$ cat config.mk
export PLATFORM = sky130hd
export DESIGN_NAME = torus_lattice_neighbor_index_unit
export DESIGN_NICKNAME = d
export VERILOG_FILES = /design/src/hdl/tlni_pkg.sv /design/src/hdl/tlni_front.sv /design/src/hdl/tlni_fifo.sv /design/src/hdl/tlni_div.sv /design/src/hdl/tlni_back.sv /design/src/hdl/torus_lattice_neighbor_index_unit.sv
export SDC_FILE = /design/constraint.sdc
export NUM_CORES = 2
export LEC_CHECK = 0
export ABC_AREA = 1
export BUFFER_PORTS_ARGS = -buffer_cell sky130_fd_sc_hd__buf_4
export CORE_MARGIN = 1
export CORE_UTILIZATION = 35
export DETAILED_ROUTE_END_ITERATION = 10
export PLACE_DENSITY = 0.52
export SLEW_MARGIN = 30
export SYNTH_ARGS = -nofsm -noshare
export SYNTH_HDL_FRONTEND = slang
export SYNTH_HIERARCHICAL = 1
export SYNTH_SLANG_ARGS = --single-unit
$ cat constraint.sdc
create_clock -name clk -period 21.1 [get_ports clk]
set_clock_uncertainty 0.05 [all_clocks]
set_input_delay 0 -clock clk [delete_from_list [all_inputs] [get_ports clk]]
set_output_delay 0 -clock clk [all_outputs]
set_load 0.05 [all_outputs]
$ cat src/hdl/tlni_pkg.sv
// tlni_pkg: shared types, codes and offset tables for the torus lattice neighbor index unit
// no dependencies; imported by every module under hdl
package tlni_pkg;

	localparam int MAX_SIDE_DEF    = 256;
	localparam int QUEUE_DEPTH_DEF = 4;
	localparam int SITE_W          = 16;
	localparam int SIDE_W          = 9;
	localparam int ADDR_W          = 3;
	localparam int DATA_W          = 32;
	localparam int RST_SIDE        = 16;
	localparam int NB_MAX          = 8;

	// register index, taken from paddr[2]
	localparam logic [0:0] REG_SIDE_LENGTH = 1'b0;

	localparam logic FUNC_NEIGHBOR = 1'b0;
	localparam logic FUNC_TEST     = 1'b1;

	localparam logic [1:0] ST_OK           = 2'd0;
	localparam logic [1:0] ST_BAD_NEIGHBOR = 2'd1;
	localparam logic [1:0] ST_BAD_SITE     = 2'd2;

	localparam logic [1:0] SHELL_SQRT5 = 2'd3;

	// offsets biased by +2
	localparam logic [2:0] SHELL_DX [0:3][0:7] = '{
		'{3'd3, 3'd2, 3'd1, 3'd2, 3'd0, 3'd0, 3'd0, 3'd0},
		'{3'd3, 3'd1, 3'd1, 3'd3, 3'd0, 3'd0, 3'd0, 3'd0},
		'{3'd4, 3'd2, 3'd0, 3'd2, 3'd0, 3'd0, 3'd0, 3'd0},
		'{3'd4, 3'd3, 3'd1, 3'd0, 3'd0, 3'd1, 3'd3, 3'd4}
	};
	localparam logic [2:0] SHELL_DY [0:3][0:7] = '{
		'{3'd2, 3'd3, 3'd2, 3'd1, 3'd0, 3'd0, 3'd0, 3'd0},
		'{3'd3, 3'd3, 3'd1, 3'd1, 3'd0, 3'd0, 3'd0, 3'd0},
		'{3'd2, 3'd4, 3'd2, 3'd0, 3'd0, 3'd0, 3'd0, 3'd0},
		'{3'd3, 3'd4, 3'd4, 3'd3, 3'd1, 3'd0, 3'd0, 3'd1}
	};

	typedef struct packed {
		logic              func;
		logic [1:0]        shell;
		logic [2:0]        neighbor_number;
		logic [SITE_W-1:0] site;
		logic [SITE_W-1:0] other_site;
	} req_t;

	typedef struct packed {
		logic [SITE_W-1:0] neighbor_site;
		logic              is_adjacent;
		logic [1:0]        status;
	} rsp_t;

	typedef struct packed {
		logic       func;
		logic [1:0] shell;
		logic [2:0] neighbor_number;
		logic [1:0] status;
	} ctl_t;

	typedef struct packed {
		ctl_t              ctl;
		logic [SITE_W-1:0] site;
		logic [SITE_W-1:0] other_site;
	} entry_t;

	function automatic int clamp_side(int side, int max_side);
		int r;
		r = side;
		if (side < 2) begin
			r = 2;
		end else if (side > max_side) begin
			r = max_side;
		end
		return r;
	endfunction

endpackage

$ cat src/hdl/tlni_front.sv
// tlni_front: configuration register port and request classification
// depends on tlni_pkg; feeds tlni_fifo and hands the effective side to tlni_back
module tlni_front #(
	parameter int MAX_SIDE = tlni_pkg::MAX_SIDE_DEF,
	localparam int NW = $clog2(MAX_SIDE + 1),
	localparam int TW = 2 * NW
) (
	input  logic                        clk,
	input  logic                        arst_n,
	input  logic                        psel,
	input  logic                        penable,
	input  logic                        pwrite,
	input  logic [tlni_pkg::ADDR_W-1:0] paddr,
	input  logic [tlni_pkg::DATA_W-1:0] pwdata,
	output logic [tlni_pkg::DATA_W-1:0] prdata,
	output logic                        pready,
	input  logic                        req_valid,
	output logic                        req_ready,
	input  tlni_pkg::req_t              req,
	output logic                        push_valid,
	input  logic                        push_ready,
	output tlni_pkg::entry_t            push_entry,
	output logic [NW-1:0]               n_eff,
	output logic [TW-1:0]               total
);
	import tlni_pkg::*;

	localparam int RST_N_INT = clamp_side(RST_SIDE, MAX_SIDE);
	localparam logic [NW-1:0] RST_N = NW'(RST_N_INT);
	localparam logic [TW-1:0] RST_TOTAL = TW'(RST_N_INT * RST_N_INT);

	logic [SIDE_W-1:0] side_q;
	logic [NW-1:0]     n_q;
	logic [TW-1:0]     total_q;
	logic              wr_side;
	logic [SIDE_W-1:0] wside;
	logic [NW-1:0]     n_new;
	logic [TW-1:0]     total_new;
	logic              bad_site;
	logic              bad_nb;

	assign pready  = 1'b1;
	assign wr_side = psel && penable && pwrite && pready && (paddr[2:2] == REG_SIDE_LENGTH);
	assign wside   = pwdata[SIDE_W-1:0];
	assign n_new   = NW'(clamp_side(int'(wside), MAX_SIDE));
	// square of the clamped side kept next to it, so the range check is a plain compare
	assign total_new = {{NW{1'b0}}, n_new} * {{NW{1'b0}}, n_new};

	always_ff @(posedge clk or negedge arst_n) begin
		if (!arst_n) begin
			side_q  <= SIDE_W'(RST_SIDE);
			n_q     <= RST_N;
			total_q <= RST_TOTAL;
		end else if (wr_side) begin
			side_q  <= wside;
			n_q     <= n_new;
			total_q <= total_new;
		end
	end

	assign prdata = (paddr[2:2] == REG_SIDE_LENGTH) ? DATA_W'(side_q) : '0;
	assign n_eff  = n_q;
	assign total  = total_q;

	always_comb begin
		bad_site = (32'(req.site) >= 32'(total_q))
			|| (req.func == FUNC_TEST && 32'(req.other_site) >= 32'(total_q));
		bad_nb = (req.func == FUNC_NEIGHBOR) && (req.shell != SHELL_SQRT5)
			&& req.neighbor_number[2];
		push_entry.ctl.func            = req.func;
		push_entry.ctl.shell           = req.shell;
		push_entry.ctl.neighbor_number = req.neighbor_number;
		push_entry.site                = req.site;
		push_entry.other_site          = req.other_site;
		if (bad_site) begin
			push_entry.ctl.status = ST_BAD_SITE;
		end else if (bad_nb) begin
			push_entry.ctl.status = ST_BAD_NEIGHBOR;
		end else begin
			push_entry.ctl.status = ST_OK;
		end
	end

	assign push_valid = req_valid;
	assign req_ready  = push_ready;

endmodule

$ cat src/hdl/tlni_fifo.sv
// tlni_fifo: short queue of classified items between front and back
// depends on tlni_pkg
module tlni_fifo #(
	parameter int DEPTH = tlni_pkg::QUEUE_DEPTH_DEF
) (
	input  logic             clk,
	input  logic             arst_n,
	input  logic             push_valid,
	output logic             push_ready,
	input  tlni_pkg::entry_t push_entry,
	output logic             pop_valid,
	input  logic             pop_ready,
	output tlni_pkg::entry_t pop_entry
);
	import tlni_pkg::*;

	localparam int PW = (DEPTH > 1) ? $clog2(DEPTH) : 1;
	localparam int CW = $clog2(DEPTH + 1);

	entry_t         mem_q [DEPTH];
	logic [PW-1:0]  wr_ptr_q;
	logic [PW-1:0]  rd_ptr_q;
	logic [CW-1:0]  count_q;
	logic           push;
	logic           pop;

	assign push_ready = (count_q != CW'(DEPTH));
	assign pop_valid  = (count_q != '0);
	assign push       = push_valid && push_ready;
	assign pop        = pop_valid && pop_ready;
	assign pop_entry  = mem_q[rd_ptr_q];

	always_ff @(posedge clk or negedge arst_n) begin
		if (!arst_n) begin
			wr_ptr_q <= '0;
			rd_ptr_q <= '0;
			count_q  <= '0;
		end else begin
			if (push) begin
				wr_ptr_q <= (wr_ptr_q == PW'(DEPTH - 1)) ? '0 : wr_ptr_q + PW'(1);
			end
			if (pop) begin
				rd_ptr_q <= (rd_ptr_q == PW'(DEPTH - 1)) ? '0 : rd_ptr_q + PW'(1);
			end
			if (push && !pop) begin
				count_q <= count_q + CW'(1);
			end else if (pop && !push) begin
				count_q <= count_q - CW'(1);
			end
		end
	end

	always_ff @(posedge clk) begin
		if (push) begin
			mem_q[wr_ptr_q] <= push_entry;
		end
	end

endmodule

$ cat src/hdl/tlni_div.sv
// tlni_div: pipelined restoring divider, one quotient bit per stage, two dividends side by side
// depends on tlni_pkg; quotient and remainder are exact when dividend < divisor squared
module tlni_div #(
	parameter int MAX_SIDE = tlni_pkg::MAX_SIDE_DEF,
	localparam int NW = $clog2(MAX_SIDE + 1),
	localparam int QW = $clog2(MAX_SIDE)
) (
	input  logic                        clk,
	input  logic                        arst_n,
	input  logic                        en,
	input  logic                        in_valid,
	input  tlni_pkg::ctl_t              in_ctl,
	input  logic [tlni_pkg::SITE_W-1:0] dividend_a,
	input  logic [tlni_pkg::SITE_W-1:0] dividend_b,
	input  logic [NW-1:0]               divisor,
	output logic                        out_valid,
	output tlni_pkg::ctl_t              out_ctl,
	output logic [QW-1:0]               quo_a,
	output logic [QW-1:0]               rem_a,
	output logic [QW-1:0]               quo_b,
	output logic [QW-1:0]               rem_b
);
	import tlni_pkg::*;

	// returns {quotient bit, new remainder}
	function automatic logic [QW:0] div_step(logic [QW-1:0] rem, logic bit_in, logic [NW-1:0] d);
		logic [QW:0] t;
		logic [QW:0] r;
		t = {rem, bit_in};
		if (32'(t) >= 32'(d)) begin
			r = {1'b1, QW'(32'(t) - 32'(d))};
		end else begin
			r = {1'b0, t[QW-1:0]};
		end
		return r;
	endfunction

	logic [QW-1:0] rem_a_in [QW];
	logic [QW-1:0] low_a_in [QW];
	logic [QW-1:0] quo_a_in [QW];
	logic [QW-1:0] rem_b_in [QW];
	logic [QW-1:0] low_b_in [QW];
	logic [QW-1:0] quo_b_in [QW];
	logic          valid_in [QW];
	ctl_t          ctl_in   [QW];

	logic [QW-1:0] rem_a_s [QW];
	logic [QW-1:0] low_a_s [QW];
	logic [QW-1:0] quo_a_s [QW];
	logic [QW-1:0] rem_b_s [QW];
	logic [QW-1:0] low_b_s [QW];
	logic [QW-1:0] quo_b_s [QW];
	logic          valid_s [QW];
	ctl_t          ctl_s   [QW];

	// a valid site is below divisor squared, so its upper bits are already below the divisor
	assign rem_a_in[0] = QW'(dividend_a >> QW);
	assign low_a_in[0] = dividend_a[QW-1:0];
	assign quo_a_in[0] = '0;
	assign rem_b_in[0] = QW'(dividend_b >> QW);
	assign low_b_in[0] = dividend_b[QW-1:0];
	assign quo_b_in[0] = '0;
	assign valid_in[0] = in_valid;
	assign ctl_in[0]   = in_ctl;

	for (genvar j = 0; j < QW; j++) begin : g_stage
		logic [QW:0] step_a;
		logic [QW:0] step_b;

		if (j > 0) begin : g_link
			assign rem_a_in[j] = rem_a_s[j-1];
			assign low_a_in[j] = low_a_s[j-1];
			assign quo_a_in[j] = quo_a_s[j-1];
			assign rem_b_in[j] = rem_b_s[j-1];
			assign low_b_in[j] = low_b_s[j-1];
			assign quo_b_in[j] = quo_b_s[j-1];
			assign valid_in[j] = valid_s[j-1];
			assign ctl_in[j]   = ctl_s[j-1];
		end

		assign step_a = div_step(rem_a_in[j], low_a_in[j][QW-1], divisor);
		assign step_b = div_step(rem_b_in[j], low_b_in[j][QW-1], divisor);

		always_ff @(posedge clk or negedge arst_n) begin
			if (!arst_n) begin
				valid_s[j] <= 1'b0;
			end else if (en) begin
				valid_s[j] <= valid_in[j];
			end
		end

		always_ff @(posedge clk) begin
			if (en) begin
				rem_a_s[j] <= step_a[QW-1:0];
				quo_a_s[j] <= QW'({quo_a_in[j], step_a[QW]});
				low_a_s[j] <= QW'({low_a_in[j], 1'b0});
				rem_b_s[j] <= step_b[QW-1:0];
				quo_b_s[j] <= QW'({quo_b_in[j], step_b[QW]});
				low_b_s[j] <= QW'({low_b_in[j], 1'b0});
				ctl_s[j]   <= ctl_in[j];
			end
		end
	end

	assign out_valid = valid_s[QW-1];
	assign out_ctl   = ctl_s[QW-1];
	assign quo_a     = quo_a_s[QW-1];
	assign rem_a     = rem_a_s[QW-1];
	assign quo_b     = quo_b_s[QW-1];
	assign rem_b     = rem_b_s[QW-1];

endmodule

$ cat src/hdl/tlni_back.sv
// tlni_back: split sites into coordinates, wrap the shell offsets, pack or compare, register result
// depends on tlni_pkg and tlni_div
module tlni_back #(
	parameter int MAX_SIDE = tlni_pkg::MAX_SIDE_DEF,
	localparam int NW = $clog2(MAX_SIDE + 1)
) (
	input  logic             clk,
	input  logic             arst_n,
	input  logic [NW-1:0]    n_eff,
	input  logic             pop_valid,
	output logic             pop_ready,
	input  tlni_pkg::entry_t pop_entry,
	output logic             rsp_valid,
	input  logic             rsp_ready,
	output tlni_pkg::rsp_t   rsp
);
	import tlni_pkg::*;

	localparam int QW = $clog2(MAX_SIDE);

	function automatic logic [QW-1:0] wrap(logic [QW-1:0] c, logic [2:0] d, logic [NW-1:0] n);
		int v;
		v = int'(c) + int'(d) - 2;
		if (v < 0) begin
			v = v + int'(n);
		end else if (v >= int'(n)) begin
			v = v - int'(n);
		end
		return QW'(v);
	endfunction

	logic          adv;
	logic          d_valid;
	ctl_t          d_ctl;
	logic [QW-1:0] x;
	logic [QW-1:0] y;
	logic [QW-1:0] ox;
	logic [QW-1:0] oy;
	logic [QW-1:0] nx [NB_MAX];
	logic [QW-1:0] ny [NB_MAX];
	logic          hit;

	logic          c_valid_s1;
	ctl_t          c_ctl_s1;
	logic [QW-1:0] c_nx_s1;
	logic [QW-1:0] c_ny_s1;
	logic          c_adj_s1;

	logic              rsp_valid_q;
	rsp_t              rsp_q;
	logic [QW+NW-1:0]  prod;
	logic [QW+NW:0]    packed_site;
	logic              emit_site;

	// the whole back pipeline moves only when the result register can take a new item
	assign adv       = !rsp_valid_q || rsp_ready;
	assign pop_ready = adv;

	tlni_div #(.MAX_SIDE(MAX_SIDE)) u_div (
		.clk        (clk),
		.arst_n     (arst_n),
		.en         (adv),
		.in_valid   (pop_valid),
		.in_ctl     (pop_entry.ctl),
		.dividend_a (pop_entry.site),
		.dividend_b (pop_entry.other_site),
		.divisor    (n_eff),
		.out_valid  (d_valid),
		.out_ctl    (d_ctl),
		.quo_a      (y),
		.rem_a      (x),
		.quo_b      (oy),
		.rem_b      (ox)
	);

	always_comb begin
		hit = 1'b0;
		for (int i = 0; i < NB_MAX; i++) begin
			nx[i] = wrap(x, SHELL_DX[d_ctl.shell][i], n_eff);
			ny[i] = wrap(y, SHELL_DY[d_ctl.shell][i], n_eff);
			// the sqrt5 shell has all eight neighbors, the others four
			if ((i < 4 || d_ctl.shell == SHELL_SQRT5) && nx[i] == ox && ny[i] == oy) begin
				hit = 1'b1;
			end
		end
	end

	always_ff @(posedge clk or negedge arst_n) begin
		if (!arst_n) begin
			c_valid_s1 <= 1'b0;
		end else if (adv) begin
			c_valid_s1 <= d_valid;
		end
	end

	always_ff @(posedge clk) begin
		if (adv) begin
			c_ctl_s1 <= d_ctl;
			c_nx_s1  <= nx[d_ctl.neighbor_number];
			c_ny_s1  <= ny[d_ctl.neighbor_number];
			c_adj_s1 <= hit && (d_ctl.func == FUNC_TEST) && (d_ctl.status == ST_OK);
		end
	end

	assign prod        = {{NW{1'b0}}, c_ny_s1} * {{QW{1'b0}}, n_eff};
	assign packed_site = {1'b0, prod} + (QW+NW+1)'(c_nx_s1);
	assign emit_site   = (c_ctl_s1.status == ST_OK) && (c_ctl_s1.func == FUNC_NEIGHBOR);

	always_ff @(posedge clk or negedge arst_n) begin
		if (!arst_n) begin
			rsp_valid_q <= 1'b0;
		end else if (adv) begin
			rsp_valid_q <= c_valid_s1;
		end
	end

	always_ff @(posedge clk) begin
		if (adv) begin
			rsp_q.neighbor_site <= emit_site ? SITE_W'(packed_site) : '0;
			rsp_q.is_adjacent   <= c_adj_s1;
			rsp_q.status        <= c_ctl_s1.status;
		end
	end

	assign rsp_valid = rsp_valid_q;
	assign rsp       = rsp_q;

endmodule

$ cat src/hdl/torus_lattice_neighbor_index_unit.sv
// torus_lattice_neighbor_index_unit: top level of the periodic lattice neighbor index block
// depends on tlni_pkg, tlni_front, tlni_fifo, tlni_div and tlni_back
//
// usage
// - req channel (valid/ready) takes one query: func, shell, neighbor_number, site, other_site
// - rsp channel (valid/ready) returns one item per query, in order: neighbor_site,
//   is_adjacent, status
// - APB port holds side_length at address 0; pready is always high, reads return the value
//   as written, the side used is clamped to 2..MAX_SIDE
// - site and other_site pass the queue, the divider that splits them into row and column one
//   bit a stage, a stage that picks or compares the neighbor, and the result register
// - throughput is one item per cycle while rsp_ready stays high
// - while rsp_valid is high and rsp_ready low the back pipeline holds; a queue of QUEUE_DEPTH
//   items in front keeps req_ready high until it fills
// - reset empties queue and pipeline and sets side_length to 16; no clearing pass is needed
// - write side_length only while no query is in flight
module torus_lattice_neighbor_index_unit #(
	parameter int MAX_SIDE    = tlni_pkg::MAX_SIDE_DEF,
	parameter int QUEUE_DEPTH = tlni_pkg::QUEUE_DEPTH_DEF
) (
	input  logic                        clk,
	input  logic                        arst_n,
	input  logic                        psel,
	input  logic                        penable,
	input  logic                        pwrite,
	input  logic [tlni_pkg::ADDR_W-1:0] paddr,
	input  logic [tlni_pkg::DATA_W-1:0] pwdata,
	output logic [tlni_pkg::DATA_W-1:0] prdata,
	output logic                        pready,
	input  logic                        req_valid,
	output logic                        req_ready,
	input  tlni_pkg::req_t              req,
	output logic                        rsp_valid,
	input  logic                        rsp_ready,
	output tlni_pkg::rsp_t              rsp
);
	import tlni_pkg::*;

	localparam int NW = $clog2(MAX_SIDE + 1);
	localparam int TW = 2 * NW;

	logic          push_valid;
	logic          push_ready;
	entry_t        push_entry;
	logic          pop_valid;
	logic          pop_ready;
	entry_t        pop_entry;
	logic [NW-1:0] n_eff;
	logic [TW-1:0] total;

	tlni_front #(.MAX_SIDE(MAX_SIDE)) u_front (
		.clk        (clk),
		.arst_n     (arst_n),
		.psel       (psel),
		.penable    (penable),
		.pwrite     (pwrite),
		.paddr      (paddr),
		.pwdata     (pwdata),
		.prdata     (prdata),
		.pready     (pready),
		.req_valid  (req_valid),
		.req_ready  (req_ready),
		.req        (req),
		.push_valid (push_valid),
		.push_ready (push_ready),
		.push_entry (push_entry),
		.n_eff      (n_eff),
		.total      (total)
	);

	tlni_fifo #(.DEPTH(QUEUE_DEPTH)) u_fifo (
		.clk        (clk),
		.arst_n     (arst_n),
		.push_valid (push_valid),
		.push_ready (push_ready),
		.push_entry (push_entry),
		.pop_valid  (pop_valid),
		.pop_ready  (pop_ready),
		.pop_entry  (pop_entry)
	);

	tlni_back #(.MAX_SIDE(MAX_SIDE)) u_back (
		.clk       (clk),
		.arst_n    (arst_n),
		.n_eff     (n_eff),
		.pop_valid (pop_valid),
		.pop_ready (pop_ready),
		.pop_entry (pop_entry),
		.rsp_valid (rsp_valid),
		.rsp_ready (rsp_ready),
		.rsp       (rsp)
	);

	// an error result carries no site and no adjacency
	a_err_clean: assert property (@(posedge clk) disable iff (!arst_n)
		rsp_valid && rsp.status != ST_OK |-> rsp.neighbor_site == '0 && !rsp.is_adjacent)
		else $error("error result carries payload");

	a_adj_ok: assert property (@(posedge clk) disable iff (!arst_n)
		rsp_valid && rsp.is_adjacent |-> rsp.status == ST_OK)
		else $error("adjacency reported with error status");

	// an in-range side write is used as written from the next cycle
	a_side_used: assert property (@(posedge clk) disable iff (!arst_n)
		psel && penable && pwrite && paddr[2:2] == REG_SIDE_LENGTH
		&& 32'(pwdata[SIDE_W-1:0]) >= 32'd2 && 32'(pwdata[SIDE_W-1:0]) <= 32'(MAX_SIDE)
		|=> 32'(n_eff) == 32'($past(pwdata[SIDE_W-1:0])) && 32'(total) == 32'(n_eff) * 32'(n_eff))
		else $error("side length not taken");

	// the queue only fills through accepted items
	a_fill_by_push: assert property (@(posedge clk) disable iff (!arst_n)
		$fell(req_ready) |-> $past(req_valid))
		else $error("queue full without a push");

endmodule

==> results.yml <==
sta:
  timing.fmax_mhz: 159
  finalHoldViolCount: 0
  rsz_0062_raised_after_global_routing: "false"
  totalNegativeSetupSlack_ns: 0
  timing.final.max_slew_violations: 0
  finalSetupViolations: 0
  finalWorstPathRequiredPeriod_ns: 6.28
  relSlewSlack: 0.299
  worst-slew-pin-transition_ns: 1.05
  final_min_period_over_clock_period: 0.298
detailed_routing:
  drc_errors: 0
  post_drt_wl_per_cell_um: 17.6
  wirelength_mm: 158
  via_count: 44400
  vias_per_cell: 4.93
  number_of_violations_reported_at_the_end_of_detailed_routing_iteration_0: 3336
  detailedRoute.firstPassIterationCount: 7
  drt.antenna.violating_nets: 0
clock_tree:
  ctsHoldBuffers: 80
  post_cts.repair.setup_buffers: 0
  clk_path_buf_depth: 3
  clkSlewWorstSetupHoldPaths_ns: 0.06
  ctsRootBufferMaster: "clkbuf_16"
  h-tree-depth: 3
  worstSkewPairLatency_ns: 0.66
  cts_tree: "done"
  cts_made_buffers: 71
  number_of_cells_upsized_or_downsized_after_cts: 0
  cts.sinks: 570
global_routing:
  grt_antenna_before_repair: 2
  wire_length_of_the_first_global_routing_pass_mm: 246
  grt_pass1_vias: 42800
  grt_start_max_net_pins: 154
  gr-total-overflow: 0
  gr-usage-all-layers: 0.207
worst_setup_path:
  r2r_cells: 30
  slowest_stage: "edfxtp_1"
  start_kind: "flip-flop"
  criticalPathCategory: "reg -> reg"
  endpoint_kind: "flip-flop"
  cp.arrival_ns: 6.63
  worstPathMaxFanout: 11
  critical_path.max_stage_delay_ns: 0.72
  crit_required_ns: 21.45
placed_design:
  dp_hpwl_mm: 118
  port-buffer-count: 84
  final_replace_weighted_congestion: 0.990
floorplanning:
  placeable_core_region_mm2: 0.148
  die_h_um: 389
  die_width_um: 389
  placementRows: 141
  start_util: 0.354
  io-pin-count: 134
  design.die.area_mm2: 0.152
min_path:
  hold_depth: 2
  timing.hold.worst.class: "in -> reg"
final_layout:
  leading_cell_type_in_the_layout_fill_and_taps_excluded: "nand2_1"
  nFillCells: 15200
  layout-area-overhead-vs-synth_pct: 10.7
  drive_above_1_share: 0.0738
  antenna_cells: 0
  highest_count_cells_in_the_layout_ignoring_fill_and_taps: "1987 x nand2_1, 1120 x inv_1, 715 x nand3_1"
  final_net_count: 7705
yosys:
  syn-cell-area_mm2: 0.0525
  ys_warn_count: 6
  postSynthAreaPerCell_um2: 7.69
  synth_cells: 6827
run_status:
  status: "finished, final reports clean"
run:
  maxCapViolations: 0
## metal layers
| layer | track usage | up-vias | share of wire | routed length [um] |
|---|---|---|---|---|
| met5 | 0 | - | 0 | 0 |
| met4 | 0.0845 | 0 | 0.041 | 6500 |
| met3 | 0.0187 | 256 | 0.048 | 7570 |
| met2 | 0.345 | 1129 | 0.46 | 72900 |
| met1 | 0.276 | 20700 | 0.45 | 71200 |
| li1 | - | 22400 | - | - |
## worst paths after layout
check | start | to | slack, ns
max | u_back/u_div/rem_a_s[1][25] | u_back/c_adj_s1 | 14.82
min | req[32] | u_fifo/mem_q[1][34] | 0.05
max reg2reg | u_back/u_div/rem_a_s[1][25] | u_back/c_adj_s1 | 14.82
min reg2reg | u_back/u_div/ctl_s[1][20] | u_back/u_div/ctl_s[1][28] | 0.36
max in group asynchronous | arst_n | u_front/n_eff[1] | 20.30
min in group asynchronous | arst_n | u_front/n_eff[4] | 0.41
## registers in the layout, summed over array words and instances (netlist names), 7 cells and up
register / count
u_back/rsp: 19
u_back/c_nx_s1: 8
u_front/side_q: 9
u_back/u_div/quo_a_s: 36
u_back/c_ny_s1: 8
u_back/u_div/low_a_s: 28
u_front/n_eff: 9
u_front/total: 16
u_back/u_div/rem_b_s: 64
u_fifo/mem_q: 160
u_back/u_div/ctl_s: 64
u_back/u_div/quo_b_s: 36
u_back/u_div/low_b_s: 28
u_back/u_div/rem_a_s: 64
u_back/u_div/valid_in: 7
## metrics by stage
stage | std cells | utilization | hold WS (ns) | setup slack, ns | cell area [um2]
after floorplan | 6859 | - | -0.346 | 10.69 | 52600
after global placement | 8806 | 0.371 | 0.0297 | 14.89 | 55000
after detailed placement | 8806 | 0.371 | 0.0346 | 14.88 | 55000
after CTS | 9011 | 0.392 | 0.000292 | 14.86 | 58100
after global routing | 9012 | 0.392 | 0.0227 | 14.46 | 58100
final | 9012 | 0.392 | 0.0532 | 14.82 | 58100
## worst max-delay path, delay by kind of cell, from the launching register on
kind | cells | cell delay, ns
AND/OR/NAND/NOR | 20 | 2.39
adder cells (fa/ha/maj) | 4 | 1.47
flip-flops | 1 | 0.72
buffers and inverters | 4 | 0.71
XOR/XNOR | 1 | 0.43
AO/OA/AOI/OAI | 1 | 0.21
## final cells by class
cell class	instances	area [um2]	share of cell area
multi-input combinational	4934	30300	0.521
sequential	570	16900	0.290
inverter	1164	4370	0.0753
tap	2002	2500	0.0431
clock buffer	96	1900	0.0327
timing repair buffer	217	1880	0.0323
clock inverter	29	330	0.00568
Power is not shown: default switching activity piles up to over one toggle a cycle in this logic, so the estimate is an artifact.
